==> config.mk <==
export PLATFORM = sky130hd
export DESIGN_NAME = qmix_div
export DESIGN_NICKNAME = d
export VERILOG_FILES = /design/src/hw/rtl/qmix_div.sv
export SDC_FILE = /design/constraint.sdc
export NUM_CORES = 1
export LEC_CHECK = 0
export BUFFER_PORTS_ARGS = -buffer_cell sky130_fd_sc_hd__buf_2
export CAP_MARGIN = 10
export CELL_PAD_IN_SITES_DETAIL_PLACEMENT = 1
export CELL_PAD_IN_SITES_GLOBAL_PLACEMENT = 1
export CORE_MARGIN = 10
export CORE_UTILIZATION = 49
export DETAILED_ROUTE_END_ITERATION = 6
export GPL_ROUTABILITY_DRIVEN = 0
export PLACE_DENSITY = 0.86
export SETUP_SLACK_MARGIN = 0.15
export SLEW_MARGIN = 20
export SYNTH_ARGS = -nofsm -noshare
export SYNTH_HDL_FRONTEND = slang
export SYNTH_SLANG_ARGS = --single-unit
export TNS_END_PERCENT = 50
==> constraint.sdc <==
create_clock -name i_clk -period 2.7 [get_ports i_clk]
set_clock_uncertainty 0.05 [all_clocks]
set_input_delay 0.135 -clock i_clk [delete_from_list [all_inputs] [get_ports i_clk]]
set_output_delay 0.135 -clock i_clk [all_outputs]
set_load 0.02 [all_outputs]
==> src/hw/rtl/qmix_div.sv <==
// Pipelined restoring divider, one quotient bit per register stage.
module qmix_div #(
    parameter int unsigned NW = 24,
    parameter int unsigned DW = 12,
    parameter int unsigned TW = 1
) (
    input  logic          i_clk,
    input  logic          i_rst_n,
    input  logic          i_en,
    input  logic          i_valid,
    input  logic [NW-1:0] i_num,
    input  logic [DW-1:0] i_den,
    input  logic [TW-1:0] i_tag,
    output logic          o_valid,
    output logic [NW-1:0] o_quo,
    output logic [TW-1:0] o_tag
);

    logic [DW-1:0] r_rem [NW];
    logic [NW-1:0] r_qn  [NW];
    logic [DW-1:0] r_den [NW];
    logic [TW-1:0] r_tag [NW];
    logic          r_vld [NW];

    for (genvar s = 0; s < NW; s++) begin : g_stage
        logic [DW-1:0] src_rem;
        logic [NW-1:0] src_qn;
        logic [DW-1:0] src_den;
        logic [TW-1:0] src_tag;
        logic          src_vld;
        logic [DW:0]   t;
        logic          ge;
        logic [DW-1:0] n_rem;
        logic [NW-1:0] n_qn;

        if (s == 0) begin : g_first
            assign src_rem = '0;
            assign src_qn  = i_num;
            assign src_den = i_den;
            assign src_tag = i_tag;
            assign src_vld = i_valid;
        end else begin : g_next
            assign src_rem = r_rem[s-1];
            assign src_qn  = r_qn[s-1];
            assign src_den = r_den[s-1];
            assign src_tag = r_tag[s-1];
            assign src_vld = r_vld[s-1];
        end

        always_comb begin
            t     = {src_rem, src_qn[NW-1]};
            ge    = (t >= {1'b0, src_den});
            n_rem = ge ? DW'(t - {1'b0, src_den}) : t[DW-1:0];
            n_qn  = {src_qn[NW-2:0], ge};
        end

        always_ff @(posedge i_clk) begin
            if (!i_rst_n) begin
                r_vld[s] <= 1'b0;
            end else if (i_en) begin
                r_vld[s] <= src_vld;
            end
        end

        always_ff @(posedge i_clk) begin
            if (i_en) begin
                r_rem[s] <= n_rem;
                r_qn[s]  <= n_qn;
                r_den[s] <= src_den;
                r_tag[s] <= src_tag;
            end
        end
    end

    assign o_valid = r_vld[NW-1];
    assign o_quo   = r_qn[NW-1];
    assign o_tag   = r_tag[NW-1];

endmodule

==> impl_metrics.env <==
export IMPL_run_status="complete, but fails checks"
export IMPL_violations="design-rule violations, negative setup slack"
export IMPL_top_layer_used="met4"
export IMPL_rsz0062_at_grt="true"
export IMPL_synth_ff_type="sky130_fd_sc_hd__edfxtp_1"
export IMPL_first_pass_grt_wire_length_um=198000
export IMPL_report_final_slew_viol_count=0
export IMPL_netlist_area_sq_mm=0.0533
export IMPL_place_inst=5157
export IMPL_finalWirelength_um=148000
export IMPL_cts_path_max_buffers=3
export IMPL_met2WireLength_um=75400
export IMPL_clkSlewWorstSetupHoldPaths_ns=0.07
export IMPL_final_min_period_over_clock_period=1.09
export IMPL_yosys_warnings=0
export IMPL_synth_async_sr_flop_share=0
export IMPL_peak_per_stage_delay_on_the_critical_path_ns=0.51
export IMPL_slew_limit_headroom=0.567
export IMPL_setup_viol=34
export IMPL_placement_cell_area_sq_mm=0.0565
export IMPL_max_cap_violations=0
export IMPL_fin_ws_ns=-0.247
export IMPL_critical_path_cell_chain="ha_4 > fa_2 > nor2b_4 > o21bai_1 > a21boi_1 > buf_4 > o41a_1 > xor2_1 > mux2_4"
export IMPL_cp_start_kind="flip-flop"
export IMPL_avgRoutedWirePerCell_um=26.3
export IMPL_vias_per_cell=6.00
export IMPL_antenna_violating_nets_left=0
export IMPL_grt_overflow_total=0
export IMPL_antenna_violations_before_repair=1
export IMPL_post_dp_hpwl_um=79500
export IMPL_synthCells=3610
export IMPL_leakage_uw=0.0249
export IMPL_worst_slew_pin_slew_ns=0.634
export IMPL_ir_drop_worst_case_vdd_uv=781
export IMPL_detail_route_first_pass_iterations=7
export IMPL_endpoint_kind="flip-flop"
export IMPL_pin_count=67
export IMPL_timing_setup_critical_path_class="reg2reg"
export IMPL_critPathSlowestCell="sky130_fd_sc_hd__edfxtp_1"
export IMPL_synth_edff_count=1175
export IMPL_worst_ep_arrival_time_ns=3.41
export IMPL_total_power_uw=76800
export IMPL_timing_final_crit_period_ns=2.95
export IMPL_netlist_top_cells_area="sky130_fd_sc_hd__edfxtp_1, sky130_fd_sc_hd__ha_1, sky130_fd_sc_hd__mux2_2"
export IMPL_floorplan_initialDensity=0.496
export IMPL_critPathRequiredTime_ns=3.16
export IMPL_detail_route_iter0_violations=3182
export IMPL_largest_net_degree_at_the_start_of_global_routing=99
export IMPL_die_area_sq_mm=0.122
export IMPL_route_met3_wl_um=8900
export IMPL_h_tree_depth=4
export IMPL_syn_num_nets=3951
export IMPL_instances_no_fill=5607
export IMPL_io_buffer_count=66
export IMPL_fin_util=0.604
export IMPL_final_hold_violation_count=0
export IMPL_tritoncts="done"
export IMPL_synthesis_area_per_instance_sq_um=14.8
export IMPL_netlist_area_leader_share=0.662
export IMPL_synth_top_area_cell="sky130_fd_sc_hd__edfxtp_1"
export IMPL_horizontal_extent_of_the_die_um=350
export IMPL_dr_total_vias=33700
export IMPL_ys_seq_elements=1176
export IMPL_classification_of_the_worst_slack_hold_path="in2reg"
export IMPL_coreArea_sq_mm=0.108
export IMPL_synth_cell_type_count=68
export IMPL_clock_sinks=1176
export IMPL_first_global_vias=34700
export IMPL_detail_route_drc_violations=1
export IMPL_layout_cell_area_non_filler_sq_mm=0.0649
export IMPL_synth_seq_area_share=0.662
export IMPL_timing_fmax_mhz=339
export IMPL_routedLengthMet1_um=54200
export IMPL_cts_made_buffers=133
export IMPL_cts_root_buffer="sky130_fd_sc_hd__clkbuf_16"
export IMPL_die_h_um=350
export IMPL_leading_cell_type_in_the_layout_fill_and_taps_excluded="sky130_fd_sc_hd__edfxtp_1"
export IMPL_clk_insertion_delay_late_ns=0.76
export IMPL_fp_row_count=120
export IMPL_area_delta_synth_final_pct=21.7
export IMPL_drive_gt1_frac=0.273
export IMPL_finalNetCount=4447
export IMPL_worstPathMaxFanout=3
export IMPL_power_density_mw_per_mm2=1180
export IMPL_most_frequent_cells_in_the_layout="sky130_fd_sc_hd__edfxtp_1, sky130_fd_sc_hd__inv_1, sky130_fd_sc_hd__buf_4"
export IMPL_grt_total_usage=0.205
path summary, 6_finish.rpt:
path,slack [ns],to,start,cells after the start
worst max-delay path,-0.25,r_rem[1][56],r_den[1][36],9
worst min-delay path,0.05,r_qn[0][5],i_num[4],2
worst max register to register,-0.25,r_rem[1][56],r_den[1][36],9
worst min register to register,0.35,r_qn[1][69],r_qn[1][44],0
final cells by class:
cell class,instances,area (sq um)
Antenna cell,1,2.50
Clock buffer,167,3520
Clock inverter,65,746
Fill cell,9853,42600
Inverter,381,1430
Multi-Input combinational cell,1996,18300
Sequential cell,1176,35300
Tap cell,1403,1760
Timing Repair Buffer,418,3810
critical path: cells and delay by family (launching register included):
kind | cells | cell delay (ns)
flip-flops | 1 | 0.51
AND/OR/NAND/NOR | 1 | 0.15
buffers and inverters | 1 | 0.18
AO/OA/AOI/OAI | 3 | 0.71
multiplexers | 1 | 0.31
adder cells (fa/ha/maj) | 2 | 0.60
XOR/XNOR | 1 | 0.20
power breakdown:
| part | total, uW | switching [uW] | leakage [uW] | internal [uW] |
|---|---|---|---|---|
| sequential | 26900 | 2360 | 0.0115 | 24500 |
| combinational | 31900 | 16600 | 0.0113 | 15300 |
| clock | 18000 | 7660 | 0.00206 | 10400 |
stage by stage:
stage / TNS (ns) / hold WS, ns / setup WS [ns]
floorplan: 0 / 0.184 / 0.177
global placement: 0 / 0.262 / 0.0494
detailed placement: -0.404 / 0.263 / -0.0692
CTS: 0 / 0.00534 / 0.0888
global route: -3.00 / 0.0431 / -0.299
finish: -2.00 / 0.0531 / -0.247
cell families after synthesis:
kind of cell | share of synthesized area
xor gates and xnor gates | 0.0302
DFF | 0.662
muxes | 0.0569
and+or+nand+nor | 0.0634
adders and majority gates | 0.0735
AOI/OAI and AO/OA | 0.0799
buffers and inverters | 0.0338
cells in the mapped netlist (30+ instances only):
cell type,number
sky130_fd_sc_hd__and3_1,53
sky130_fd_sc_hd__a21oi_1,162
sky130_fd_sc_hd__nor2b_1,64
sky130_fd_sc_hd__o21a_1,35
sky130_fd_sc_hd__o21ai_0,79
sky130_fd_sc_hd__a31oi_1,32
sky130_fd_sc_hd__nand3_1,42
sky130_fd_sc_hd__mux2_2,166
sky130_fd_sc_hd__a21o_1,35
sky130_fd_sc_hd__mux2i_1,49
sky130_fd_sc_hd__nor2_1,179
sky130_fd_sc_hd__ha_1,278
sky130_fd_sc_hd__inv_1,381
sky130_fd_sc_hd__nand2b_1,30
sky130_fd_sc_hd__nand2_1,125
sky130_fd_sc_hd__edfxtp_1,1175
sky130_fd_sc_hd__xnor2_1,146
sky130_fd_sc_hd__nor3_1,48
sky130_fd_sc_hd__xor2_1,38
repair_timing:
| action | 4_1_cts | 5_1_grt |
|---|---|---|
| hold buffers | 49 | 0 |
| buffers inserted | 68 | 92 |
| setup endpoints to repair | 218 | 248 |
| pin swaps | 46 | 78 |
| gates resized for setup | 165 | 349 |
| endpoints found under the hold margin | 210 | 0 |
| gates cloned | 6 | 2 |
flip-flops by register name, indices dropped and copies added (netlist names):
signal / flops
r_den: 276
r_qn: 576
r_rem: 276
r_tag: 24
r_vld: 24
metal layers:
layer,vias up,track usage
li1,14500,-
met1,16900,0.236
met2,1578,0.369
met3,628,0.0350
met4,0,0.0947
met5,-,0
No activity file was read; power rests on OpenSTA's default activity.
